File: config.mk
export PLATFORM = sky130hd
export DESIGN_NAME = command_issue_timeout_abort_core
export DESIGN_NICKNAME = d
export VERILOG_FILES = /design/src/rtl/cita_pkg.sv /design/src/rtl/command_issue_timeout_abort_core.sv
export VERILOG_INCLUDE_DIRS = /design/src /design/src/rtl
export SDC_FILE = /design/constraint.sdc
export NUM_CORES = 1
export LEC_CHECK = 0
export BUFFER_PORTS_ARGS = -buffer_cell sky130_fd_sc_hd__buf_2
export CAP_MARGIN = 0
export CORE_ASPECT_RATIO = 0.75
export CORE_MARGIN = 3
export CORE_UTILIZATION = 50
export DETAILED_ROUTE_END_ITERATION = 10
export MAX_ROUTING_LAYER = met4
export PLACE_DENSITY = 0.73
export SLEW_MARGIN = 10
export SYNTH_ARGS = -nofsm -noshare
export SYNTH_HDL_FRONTEND = slang
export SYNTH_SLANG_ARGS = --single-unit
export TNS_END_PERCENT = 30
File: constraint.sdc
create_clock -name clk -period 3.9 [get_ports clk]
set_clock_uncertainty 0.1 [all_clocks]
set_input_delay 0.195 -clock clk [delete_from_list [all_inputs] [get_ports clk]]
set_output_delay 0.195 -clock clk [all_outputs]
set_load 0.01 [all_outputs]
File: src/rtl/command_issue_timeout_abort_core_macros.svh
// Assertion macros for the command issue core.
// Used by command_issue_timeout_abort_core; no other dependencies.
`ifndef COMMAND_ISSUE_TIMEOUT_ABORT_CORE_MACROS_SVH
`define COMMAND_ISSUE_TIMEOUT_ABORT_CORE_MACROS_SVH
`ifndef SYNTHESIS
// Same-cycle implication, disabled while in reset.
`define CITA_ASSERT_IMPLY(name, ck, rn, ante, cons) \
  name: assert property (@(posedge ck) disable iff (!rn) (ante) |-> (cons)) \
    else $error("assertion failed");
// Next-cycle implication, disabled while in reset.
`define CITA_ASSERT_NEXT(name, ck, rn, ante, cons) \
  name: assert property (@(posedge ck) disable iff (!rn) (ante) |=> (cons)) \
    else $error("assertion failed");
`else
`define CITA_ASSERT_IMPLY(name, ck, rn, ante, cons)
`define CITA_ASSERT_NEXT(name, ck, rn, ante, cons)
`endif
`endif

File: src/rtl/cita_pkg.sv
// Types, codes and constants of the command issue core.
// No dependencies.
package cita_pkg;

  localparam int TIME_BITS = 16;
  localparam int CFG_W     = 16;
  localparam int CMP_W     = 33;

  localparam logic [TIME_BITS-1:0] TIME_MAX = {TIME_BITS{1'b1}};

  localparam logic [CFG_W-1:0] DEADLINE_RST  = 16'd1000;
  localparam logic [CFG_W-1:0] ABORT_WIN_RST = 16'd100;

  typedef enum logic [0:0] {
    CFG_DEADLINE  = 1'b0,
    CFG_ABORT_WIN = 1'b1
  } cfg_idx_t;

  typedef enum logic [1:0] {
    CMD_START        = 2'd0,
    CMD_TICK         = 2'd1,
    CMD_SUBMIT_REPLY = 2'd2,
    CMD_POLL_REPLY   = 2'd3
  } cmd_t;

  typedef enum logic [1:0] {
    ACT_NONE   = 2'd0,
    ACT_SUBMIT = 2'd1,
    ACT_POLL   = 2'd2,
    ACT_ABORT  = 2'd3
  } action_t;

  typedef enum logic [2:0] {
    RES_OK              = 3'd0,
    RES_FAILED          = 3'd1,
    RES_TIMEOUT         = 3'd2,
    RES_CANCELLED       = 3'd3,
    RES_RECOVERY_FAILED = 3'd4,
    RES_INVALID         = 3'd5
  } result_t;

  typedef enum logic [3:0] {
    PH_IDLE   = 4'b0001,
    PH_SUBMIT = 4'b0010,
    PH_POLL   = 4'b0100,
    PH_ABORT  = 4'b1000
  } phase_t;

  // Poll reply status codes
  localparam logic signed [3:0] STS_STOPPED = 4'sd0;
  localparam logic signed [3:0] STS_RUNNING = 4'sd1;
  localparam logic signed [3:0] STS_DONE    = 4'sd2;
  localparam logic signed [3:0] STS_QUEUED  = 4'sd4;
  localparam logic signed [3:0] STS_ERROR   = -4'sd1;

  typedef struct packed {
    logic [1:0]         cmd;
    logic [15:0]        command_code;
    logic signed [15:0] reply_handle;
    logic signed [3:0]  reply_status;
    logic               cancel;
  } in_item_t;

  typedef struct packed {
    logic [1:0]  action;
    logic [15:0] action_command;
    logic [14:0] action_handle;
    logic        done_res;
    logic [2:0]  result;
  } out_item_t;

endpackage

File: src/rtl/command_issue_timeout_abort_core.sv
// A transfer passes the input register and then the result register on its way to out_data.
// Throughput: one item per cycle; input register and result register each take a
// transfer in every cycle that the result side does not stall.
// Reset (rst_n low, synchronous): both channels empty, phase idle, counters and handle
// cleared, deadline 1000 ms and abort window 100 ms.
// Depends on cita_pkg and command_issue_timeout_abort_core_macros.svh.
`include "command_issue_timeout_abort_core_macros.svh"

module command_issue_timeout_abort_core
  import cita_pkg::*;
(
  input  logic              clk,
  input  logic              rst_n,
  // input channel
  input  logic              in_valid,
  output logic              in_stall,
  input  in_item_t          in_data,
  // result channel
  output logic              out_valid,
  input  logic              out_stall,
  output out_item_t         out_data,
  // configuration write port
  input  logic              cfg_we,
  input  logic [0:0]        cfg_index,
  input  logic [CFG_W-1:0]  cfg_data
);

  // ---------------------------------------------------------------------------
  // Configuration registers, read live at each decision
  // ---------------------------------------------------------------------------
  logic [CFG_W-1:0] deadline_r;
  logic [CFG_W-1:0] abort_win_r;

  always_ff @(posedge clk) begin
    if (!rst_n) begin
      deadline_r  <= DEADLINE_RST;
      abort_win_r <= ABORT_WIN_RST;
    end else if (cfg_we) begin
      unique case (cfg_idx_t'(cfg_index))
        CFG_DEADLINE:  deadline_r  <= cfg_data;
        CFG_ABORT_WIN: abort_win_r <= cfg_data;
        default: ;
      endcase
    end
  end

  // ---------------------------------------------------------------------------
  // Handshake: input register feeds the result register
  // ---------------------------------------------------------------------------
  logic      s1_valid_r;
  in_item_t  s1_data_r;
  logic      out_valid_r;
  out_item_t out_data_r;
  logic      out_free;
  logic      s1_fire;
  logic      in_load;

  assign out_free = !out_valid_r || !out_stall;
  assign s1_fire  = s1_valid_r && out_free;
  // Hold the input register only while it is full and cannot advance.
  assign in_stall = s1_valid_r && !out_free;
  assign in_load  = in_valid && !in_stall;

  always_ff @(posedge clk) begin
    if (!rst_n) begin
      s1_valid_r <= 1'b0;
    end else if (in_load) begin
      s1_valid_r <= 1'b1;
    end else if (s1_fire) begin
      s1_valid_r <= 1'b0;
    end
  end

  always_ff @(posedge clk) begin
    if (in_load) begin
      s1_data_r <= in_data;
    end
  end

  // ---------------------------------------------------------------------------
  // Command state
  // ---------------------------------------------------------------------------
  phase_t                phase_r,         phase_nxt;
  logic [TIME_BITS-1:0]  elapsed_r,       elapsed_nxt;
  logic [TIME_BITS-1:0]  abort_elapsed_r, abort_elapsed_nxt;
  logic [14:0]           live_handle_r,   live_handle_nxt;
  logic [15:0]           held_cmd_r,      held_cmd_nxt;
  result_t               pending_r,       pending_nxt;

  // decision outcome of the current item
  action_t   act;
  logic      done;
  result_t   res;
  out_item_t out_nxt;
  logic      expired;
  logic      abort_open;
  logic      exec_fall;

  // Timer compares at a common width so the counter width may differ from the config width.
  assign expired    = CMP_W'(elapsed_r) >= CMP_W'(deadline_r);
  assign abort_open = CMP_W'(abort_elapsed_r) < CMP_W'(abort_win_r);

  always_comb begin
    phase_nxt         = phase_r;
    elapsed_nxt       = elapsed_r;
    abort_elapsed_nxt = abort_elapsed_r;
    live_handle_nxt   = live_handle_r;
    held_cmd_nxt      = held_cmd_r;
    pending_nxt       = pending_r;
    act               = ACT_NONE;
    done              = 1'b0;
    res               = RES_OK;
    exec_fall         = 1'b0;

    case (cmd_t'(s1_data_r.cmd))
      CMD_START: begin
        if (phase_r != PH_IDLE) begin
          // drop: start while a command is live
        end else if (deadline_r == '0 || abort_win_r == '0) begin
          done = 1'b1;
          res  = RES_INVALID;
        end else begin
          held_cmd_nxt      = s1_data_r.command_code;
          live_handle_nxt   = '0;
          elapsed_nxt       = '0;
          abort_elapsed_nxt = '0;
          pending_nxt       = RES_OK;
          // Fresh deadline is nonzero, so only cancel can end here.
          if (s1_data_r.cancel) begin
            phase_nxt = PH_IDLE;
            done      = 1'b1;
            res       = RES_CANCELLED;
          end else begin
            phase_nxt = PH_SUBMIT;
            act       = ACT_SUBMIT;
          end
        end
      end

      CMD_TICK: begin
        if (phase_r != PH_IDLE && elapsed_r != TIME_MAX) begin
          elapsed_nxt = TIME_BITS'(elapsed_r + 1'b1);
        end
        if (phase_r == PH_ABORT && abort_elapsed_r != TIME_MAX) begin
          abort_elapsed_nxt = TIME_BITS'(abort_elapsed_r + 1'b1);
        end
      end

      CMD_SUBMIT_REPLY: begin
        if (phase_r != PH_SUBMIT) begin
          // drop stray submit reply
        end else if (s1_data_r.reply_handle < 0) begin
          phase_nxt = PH_IDLE;
          done      = 1'b1;
          res       = RES_FAILED;
        end else if (s1_data_r.reply_handle == 0) begin
          // Busy: retry, or end without abort since nothing is live yet.
          if (s1_data_r.cancel) begin
            phase_nxt = PH_IDLE;
            done      = 1'b1;
            res       = RES_CANCELLED;
          end else if (expired) begin
            phase_nxt = PH_IDLE;
            done      = 1'b1;
            res       = RES_TIMEOUT;
          end else begin
            act = ACT_SUBMIT;
          end
        end else begin
          live_handle_nxt = s1_data_r.reply_handle[14:0];
          exec_fall       = 1'b1;
        end
      end

      CMD_POLL_REPLY: begin
        unique case (phase_r)
          PH_POLL: begin
            if (s1_data_r.reply_status == STS_DONE) begin
              phase_nxt = PH_IDLE;
              done      = 1'b1;
              res       = RES_OK;
            end else if (s1_data_r.reply_status == STS_STOPPED ||
                         s1_data_r.reply_status == STS_ERROR) begin
              phase_nxt = PH_IDLE;
              done      = 1'b1;
              res       = RES_FAILED;
            end else if (s1_data_r.reply_status == STS_RUNNING ||
                         s1_data_r.reply_status == STS_QUEUED) begin
              exec_fall = 1'b1;
            end else begin
              // unexpected status: abort and report failure once settled
              pending_nxt       = RES_FAILED;
              abort_elapsed_nxt = '0;
              phase_nxt         = PH_ABORT;
              act               = ACT_ABORT;
            end
          end
          PH_ABORT: begin
            if (s1_data_r.reply_status == STS_STOPPED ||
                s1_data_r.reply_status == STS_DONE ||
                s1_data_r.reply_status == STS_ERROR) begin
              phase_nxt = PH_IDLE;
              done      = 1'b1;
              res       = pending_r;
            end else if (abort_open) begin
              act = ACT_POLL;
            end else begin
              phase_nxt = PH_IDLE;
              done      = 1'b1;
              res       = RES_RECOVERY_FAILED;
            end
          end
          PH_IDLE, PH_SUBMIT: begin
            // drop stray poll reply
          end
          default: ;
        endcase
      end

      default: ;
    endcase

    // Execution decision point after acceptance.
    if (exec_fall) begin
      if (s1_data_r.cancel) begin
        pending_nxt       = RES_CANCELLED;
        abort_elapsed_nxt = '0;
        phase_nxt         = PH_ABORT;
        act               = ACT_ABORT;
      end else if (expired) begin
        pending_nxt       = RES_TIMEOUT;
        abort_elapsed_nxt = '0;
        phase_nxt         = PH_ABORT;
        act               = ACT_ABORT;
      end else begin
        phase_nxt = PH_POLL;
        act       = ACT_POLL;
      end
    end

    out_nxt.action         = act;
    out_nxt.action_command = (act == ACT_SUBMIT) ? held_cmd_nxt : '0;
    out_nxt.action_handle  = (act == ACT_POLL || act == ACT_ABORT) ? live_handle_nxt : '0;
    out_nxt.done_res       = done;
    out_nxt.result         = done ? res : RES_OK;
  end

  // Advance the command state only when the item moves into the result register.
  always_ff @(posedge clk) begin
    if (!rst_n) begin
      phase_r         <= PH_IDLE;
      elapsed_r       <= '0;
      abort_elapsed_r <= '0;
      live_handle_r   <= '0;
      held_cmd_r      <= '0;
      pending_r       <= RES_OK;
    end else if (s1_fire) begin
      phase_r         <= phase_nxt;
      elapsed_r       <= elapsed_nxt;
      abort_elapsed_r <= abort_elapsed_nxt;
      live_handle_r   <= live_handle_nxt;
      held_cmd_r      <= held_cmd_nxt;
      pending_r       <= pending_nxt;
    end
  end

  // ---------------------------------------------------------------------------
  // Result register
  // ---------------------------------------------------------------------------
  always_ff @(posedge clk) begin
    if (!rst_n) begin
      out_valid_r <= 1'b0;
    end else if (s1_fire) begin
      out_valid_r <= 1'b1;
    end else if (!out_stall) begin
      out_valid_r <= 1'b0;
    end
  end

  always_ff @(posedge clk) begin
    if (s1_fire) begin
      out_data_r <= out_nxt;
    end
  end

  assign out_valid = out_valid_r;
  assign out_data  = out_data_r;

  // ---------------------------------------------------------------------------
  // Assertions
  // ---------------------------------------------------------------------------
  // An abort always targets a handle the partner accepted.
  `CITA_ASSERT_IMPLY(a_abort_has_handle, clk, rst_n, phase_r == PH_ABORT, live_handle_r != '0)
  // No handle is held while submission is still in progress.
  `CITA_ASSERT_IMPLY(a_submit_no_handle, clk, rst_n, phase_r == PH_SUBMIT, live_handle_r == '0)
  // Idle phase leaves only through a processed item.
  `CITA_ASSERT_NEXT(a_idle_holds, clk, rst_n, phase_r == PH_IDLE && !s1_fire, phase_r == PH_IDLE)

endmodule
==> results of run 1 <==
kinds of logic (layout without fill, tap and decap cells):
| kind of cell | Yosys count | after routing | synth area share (%) |
|---|---|---|---|
| AO/OA/AOI/OAI | 222 | 222 | 17.6 |
| XOR/XNOR | 15 | 15 | 1.56 |
| adder cells (fa/ha/maj) | 39 | 39 | 5.78 |
| buffers and inverters | 89 | 258 | 4.00 |
| flip-flops | 180 | 180 | 51.9 |
| multiplexers | 1 | 1 | 0.134 |
| AND/OR/NAND/NOR | 338 | 338 | 19.0 |
layout by cell type, fill, tap and decap left out, drive strengths merged, types with 5 or more instances in the layout:
cell type    Yosys  routed
nand3           14      14
a22oi           31      31
nand2b           8       8
edfxtp          76      76
a211oi           5       5
clkinv           0       5
nand4           15      15
and3            11      11
nor2b            6       6
nor2            68      68
a21o            13      13
buf              5     118
nand2          156     156
dlygate4sd3      0      57
a21oi           86      86
or3              7       7
o21ai           23      23
dfxtp          104     104
o211ai          12      12
inv             51      57
nor4            17      17
and4             7       7
clkbuf          33      18
ha              38      38
nor3            11      11
xor2            14      14
o2bb2ai          5       5
routing by layer:
layer,vias to the layer above,wire length (um),GRT usage (%)
li1,3512,-,-
met1,3356,10100,35.2
met2,309,9340,34.2
met3,23,1900,4.83
met4,0,232,6.07
met5,-,0,-
synthesized netlist by cell type (all sizes together) (5+ instances only):
library cell	n
nand2	156
dfxtp	104
a21oi	86
edfxtp	76
nor2	68
inv	51
ha	38
clkbuf	33
a22oi	31
o21ai	23
nor4	17
nand4	15
nand3	14
xor2	14
a21o	13
o211ai	12
and3	11
nor3	11
nand2b	8
and4	7
or3	7
nor2b	6
a211oi	5
buf	5
o2bb2ai	5
report_power, final:
part	total [mW]	switching (mW)	internal [mW]
registers	2.07	0.0439	2.03
clock network	1.62	0.786	0.835
logic	0.347	0.204	0.143
path summary, 6_finish.rpt:
kind | start | slack [ns] | cells past startpoint | end
max | deadline_r[9] | 0.62 | 9 | out_data[26]
min | rst_n | 0.11 | 2 | abort_win_r[2]
max reg2reg | deadline_r[9] | 0.62 | 9 | out_data[26]
min reg2reg | pending_r[2] | 0.35 | 2 | pending_r[2]
registers in the layout (all words and copies together), names as in the netlist, 3 cells and up:
register         count
s1_data_r           39
live_handle_r       15
pending_r            3
abort_elapsed_r     16
phase_r              4
abort_win_r         16
held_cmd_r          16
deadline_r          16
elapsed_r           16
out_data            37
final cells by class:
| class | count | share of cell area, % |
|---|---|---|
| sequential | 180 | 42.4 |
| multi-input combinational | 615 | 36.1 |
| timing repair buffer | 175 | 11.7 |
| clock buffer | 18 | 4.17 |
| tap | 210 | 2.55 |
| inverter | 51 | 1.86 |
| clock inverter | 14 | 1.17 |
stage by stage:
stage                     worst slack, ns  power (mW)
final                               0.622        4.04
after global routing                0.299        4.17
after detailed placement            0.653        2.41
after global placement              0.760        2.40
after floorplan                      1.04        2.28
after CTS                           0.636        4.05
worst max-delay path: stages (launching register included):
cell	delay (ns)
sky130_fd_sc_hd__dfxtp_1	0.33
sky130_fd_sc_hd__inv_1	0.06
sky130_fd_sc_hd__ha_1	0.30
sky130_fd_sc_hd__a211o_1	0.31
sky130_fd_sc_hd__a21o_1	0.19
sky130_fd_sc_hd__a2111oi_4	0.42
sky130_fd_sc_hd__o21ai_0	0.16
sky130_fd_sc_hd__a311oi_1	0.27
sky130_fd_sc_hd__nand3b_1	0.56
sky130_fd_sc_hd__a21oi_1	0.37
==> results.md, run 1 <==
| Item | Value |
|---|---|
| Number of max-slew violations in the final report | 0 |
| Power density normalized to cell area | 392 nW/um^2 |
| Post-CTS setup buffers | 0 |
| Placed instance count | 1174 |
| Cell type with the highest aggregate area in the netlist | sky130_fd_sc_hd__edfxtp_1 |
| Core area | 16200 um^2 |
| Filler Cell Count | 1338 |
| Main area contributors after synthesis | sky130_fd_sc_hd__edfxtp_1, sky130_fd_sc_hd__dfxtp_1, sky130_fd_sc_hd__nand2_1 |
| First DRT Iteration DRCs | 665 |
| Peak supply drop | 0.263 mV |
| Root buf cell | sky130_fd_sc_hd__clkbuf_16 |
| Flops & latches, synth | 180 |
| Pin count of the biggest net entering global routing | 61 |
| Synth Area per Inst | 9.51 um^2 |
| CP required | 4.04 ns |
| # DRC | 0 |
| Worst rel slew slack | 21.4% |
| Number of buffers created by CTS | 17 |
| Post-layout min period | 3.28 ns |
| Measured slew at the worst slew-check pin | 1.18 ns |
| Arrival time reported for the critical path endpoint | 3.42 ns |
| Total track usage | 24.0% |
| Seq/Total Area, Yosys | 51.9% |
| Area growth, synth to finish | 22.5% |
| RSZ-0062 raised after global routing | false |
| I/O pin count | 100 |
| Dpl hpwl | 14500 um |
| # H-tree levels | 4 |
| Post-route ant nets | 0 |
| Layout cell share with drive strength beyond 1 | 15.8% |
| Number of buffers inserted by hold repair at cts | 57 |
| Fraction of synthesis flops using an asynchronous set or reset pin | 0% |
| Overall via count from detail_route | 7200 |
| Max Buffers Root-to-Sink | 2 |
| TritonCTS clock tree | built |
| Number of antenna violations at the first check in global routing | 0 |
| Number of maximum-capacitance violations | 0 |
| Floorplan row count | 40 |
| Setup tns final | 0 ns |
| Distinct cells, synth | 66 |
| Design Area, Final | 10300 um^2 |
| Final Non-Filler Cells | 1263 |
| Diode insertion count for antenna repair | 0 |
| Worst hold margin | 0.111 ns |
| Number of failing setup endpoints in the final timing report | 0 |
| Sum of overflow across all layers after global routing | 0 |
| Clock latency at the later pin of the worst-skew pair | 0.43 ns |
| Core utilization of the finished layout | 63.5% |
| Initial standard-cell utilization of the core | 51.8% |
| Category of the most critical setup path | flip-flop to flip-flop |
| DR vias/cell | 5.70 |
| Crit share post-route | 84.0% |
| Area used by multi-input combinational logic | 3720 um^2 |
| Maximum clock rate | 305 MHz |
| Top flip-flop cell by instance count after synthesis | sky130_fd_sc_hd__dfxtp_1 |
| Leakage dissipation | 3.92 nW |
| Syn Inst Count | 884 |
| # resized after CTS | 0 |
| Post-Place Cell Area | 9170 um^2 |
| # clock sinks | 180 |
| Hold Path Class | input pin to flip-flop |
| Final hold violation count | 0 |
| Height of the chip | 118 um |
| Highest fanout seen on the critical path | 16 |
| Number of I/O port buffers | 99 |
| Die width | 156 um |
| DR WL/cell | 17.0 um |
| Post-layout nets | 1139 |
| Number of global-route vias before repair | 6792 |
| Warning count from the yosys run | 0 |
| CTS clk-pin slew, worst paths | 0.07 ns |
| GPL Wtd Cong | 0.965 |
| Setup crit start kind | flip-flop |
| Mapped Area | 8400 um^2 |
| Wire length of the first global-routing pass | 34800 um |
| Area of the die | 18400 um^2 |
| Setup crit end kind | flip-flop |
| Result of the run | complete, no violations |
| Area taken by flip-flops and latches | 4360 um^2 |
| Mapped Nets | 983 |
| Post-detailed-routing wire length | 21500 um |
| Number of flops mapped to enable cells by yosys | 76 |
| Drt first pass iters | 5 |
| Area share of the largest cell type after synthesis | 27.2% |
(Power assumes the default switching activity.)
==> inputs of run 2 (changes only) <==
PLACE_DENSITY = 0.76   (was 0.73)
clock period = 2.95 ns   (was 3.9 ns; I/O delays follow)
==> run 2 against run 1 <==
Non-clock buffer count up 28. Sequential share of layout area down 1.2 points. Via count up 2.0%. Clock power up 39%. Critical path type unchanged. Largest power group unchanged. Cell area up 2.9%. First-iteration DRC count up 23%. Clock-buffer cell count unchanged. Flip-flop and latch count unchanged. Critical endpoint is now out_data[20]. Worst hold slack worse by 0.046 ns. Combinational power up 39%. Die area unchanged.
==> results.md, run 2 (synthesized netlist as in run 1, its figures left out) <==
| Item | Value | Delta |
|---|---|---|
| Result of the run | complete, no violations | unchanged |
| DR WL/cell | 17.1 um | was 17.0 um |
| Overall via count from detail_route | 7343 | was 7200 |
| Height of the chip | 118 um | unchanged |
| WP buf/inv | 2 | was 1 |
| Power density normalized to cell area | 516 nW/um^2 | was 392 nW/um^2 |
| Number of max-slew violations in the final report | 0 | unchanged |
| # H-tree levels | 4 | unchanged |
| Max reg flops | 39 | unchanged |
| Sequence of cells on the critical path | inv_1 -> ha_1 -> a41oi_2 -> o211ai_1 -> a2111oi_4 -> o21ai_0 -> a311oi_2 -> nand3b_1 -> buf_12 -> a21oi_1 | was inv_1 -> ha_1 -> a211o_1 -> a21o_1 -> a2111oi_4 -> o21ai_0 -> a311oi_1 -> nand3b_1 -> a21oi_1 |
| I/O pin count | 100 | unchanged |
| Die width | 156 um | unchanged |
| Area of the die | 18400 um^2 | unchanged |
| Setup crit start kind | flip-flop | unchanged |
| Number of stages on the worst setup path | 10 | was 9 |
| Core utilization of the finished layout | 65.3% | was 63.5% |
| First DRT Iteration DRCs | 819 | was 665 |
| Number of maximum-capacitance violations | 0 | unchanged |
| Worst hold margin | 0.0643 ns | was 0.111 ns |
| CP Launch Point | deadline_r[13] | was deadline_r[9] |
| # DRC | 0 | unchanged |
| CTS clk-pin slew, worst paths | 0.07 ns | about the same |
| Hold path cells | 2 | unchanged |
| Root buf cell | sky130_fd_sc_hd__clkbuf_16 | unchanged |
| Number of buffers created by CTS | 17 | unchanged |
| Max Buffers Root-to-Sink | 2 | unchanged |
| GPL Wtd Cong | 0.959 | was 0.965 |
| R2r startpoint | deadline_r[13] | was deadline_r[9] |
| Setup crit end kind | flip-flop | unchanged |
| Placed instance count | 1201 | was 1174 |
| Master of the slowest instance on the critical path | sky130_fd_sc_hd__a2111oi_4 | was sky130_fd_sc_hd__nand3b_1 |
| Number of I/O port buffers | 99 | unchanged |
| # clock sinks | 180 | unchanged |
| Initial standard-cell utilization of the core | 51.8% | unchanged |
| Number of failing setup endpoints in the final timing report | 0 | unchanged |
| R2R setup slack | 0.14 ns | was 0.62 ns |
| CP peak stage delay | 0.42 ns | was 0.56 ns |
| Hold Path Class | input pin to flip-flop | unchanged |
| Drt first pass iters | 7 | was 5 |
| Diode insertion count for antenna repair | 0 | unchanged |
| Pin count of the biggest net entering global routing | 60 | was 61 |
| Most frequent cells in the layout | sky130_fd_sc_hd__nand2_1, sky130_fd_sc_hd__dfxtp_1, sky130_fd_sc_hd__buf_2, sky130_fd_sc_hd__a21oi_1, sky130_fd_sc_hd__edfxtp_1 | unchanged |
| Final Non-Filler Cells | 1291 | was 1263 |
| Worst rel slew slack | 22.7% | was 21.4% |
| Peak supply drop | 0.322 mV | was 0.263 mV |
| End of the worst register-to-register path | out_data[20] | was out_data[26] |
| DR vias/cell | 5.69 | was 5.70 |
| Arrival time reported for the critical path endpoint | 2.98 ns | was 3.42 ns |
| Number of global-route vias before repair | 7057 | was 6792 |
| Post-route ant nets | 0 | unchanged |
| Post-layout nets | 1167 | was 1139 |
| Design Area, Final | 10600 um^2 | was 10300 um^2 |
| Post-layout min period | 2.81 ns | was 3.28 ns |
| Post-Place Cell Area | 9390 um^2 | was 9170 um^2 |
| Final hold violation count | 0 | unchanged |
| TritonCTS clock tree | built | unchanged |
| Total track usage | 25.0% | was 24.0% |
| Clock latency at the later pin of the worst-skew pair | 0.44 ns | was 0.43 ns |
| Number of antenna violations at the first check in global routing | 0 | unchanged |
| Post-detailed-routing wire length | 22000 um | was 21500 um |
| Core area | 16200 um^2 | unchanged |
| Layout cell share with drive strength beyond 1 | 18.7% | was 15.8% |
| Maximum clock rate | 356 MHz | was 305 MHz |
| Sum of overflow across all layers after global routing | 0 | unchanged |
| Floorplan row count | 40 | unchanged |
| Filler Cell Count | 1279 | was 1338 |
| Leakage dissipation | 4.10 nW | was 3.92 nW |
| Category of the most critical setup path | flip-flop to flip-flop | unchanged |
| Number of cells on the worst reg-to-reg path | 10 | was 9 |
| Delay-heaviest family, CP | compound AO/OA/AOI/OAI gates | unchanged |
| Commonest non-fill, non-tap cell in the layout | sky130_fd_sc_hd__nand2_1 | unchanged |
| Area growth, synth to finish | 26.1% | was 22.5% |
| Register with the highest flop count | s1_data_r | unchanged |
| Dpl hpwl | 14500 um | about the same |
| Highest fanout seen on the critical path | 16 | unchanged |
| Final total power | 5.46 mW | was 4.04 mW |
| Wire length of the first global-routing pass | 36200 um | was 34800 um |
| Timing endpoint of the critical path | out_data[20] | was out_data[26] |
| CP required | 3.12 ns | was 4.04 ns |
| Measured slew at the worst slew-check pin | 1.16 ns | was 1.18 ns |
| Crit share post-route | 95.1% | was 84.0% |
[run 2: power breakdown]
part	switching, mW	internal, mW	leakage, nW
logic	0.276	0.205	2.23
registers	0.0544	2.68	1.59
clock network	1.04	1.21	0.283
[run 2: repair_timing]
action | CTS | global route
buffers inserted | 1 | 0
resized for setup | 1 | 8
setup endpoints to repair | 8 | 25
endpoints found under the hold margin | 73 | 0
pin swaps | 1 | 2
hold buffers | 57 | 0
[run 2: metrics by stage]
step | worst slack (ns) | setup TNS (ns)
global route | -0.0507 | -0.0793
CTS | 0.0814 | 0
finish | 0.144 | 0
detailed placement | -0.0772 | -0.369
global placement | -0.00185 | -0.00185
floorplan | 0.0923 | 0
[run 2: cell type report]
cell class,instances,area (um^2),area share [%]
Multi-Input combinational cell,615,3760,35.5
Timing Repair Buffer,203,1430,13.5
Sequential cell,180,4360,41.2
Clock buffer,18,439,4.15
Clock inverter,14,141,1.33
Tap cell,210,263,2.48
Inverter,51,191,1.81
[run 2: how the worst min path moves through the flow]
stage | from | endpoint | slack, ns
after floorplan | in_data[0] | s1_data_r[0] | 0.15
after global placement | in_data[27] | s1_data_r[27] | 0.22
after detailed placement | in_data[1] | s1_data_r[1] | 0.23
after CTS | rst_n | deadline_r[6] | 0.04
after global routing | rst_n | deadline_r[7] | 0.06
final | rst_n | deadline_r[7] | 0.06
[run 2: metal layers]
layer  vias to the layer above  global-route usage (%)  routed length [um]
met5                         -                       -                   0
met4                         0                    6.56                 392
met3                        41                    5.67                1590
met2                       269                    37.1                9920
met1                      3457                    34.9               10100
li1                       3576                       -                   -
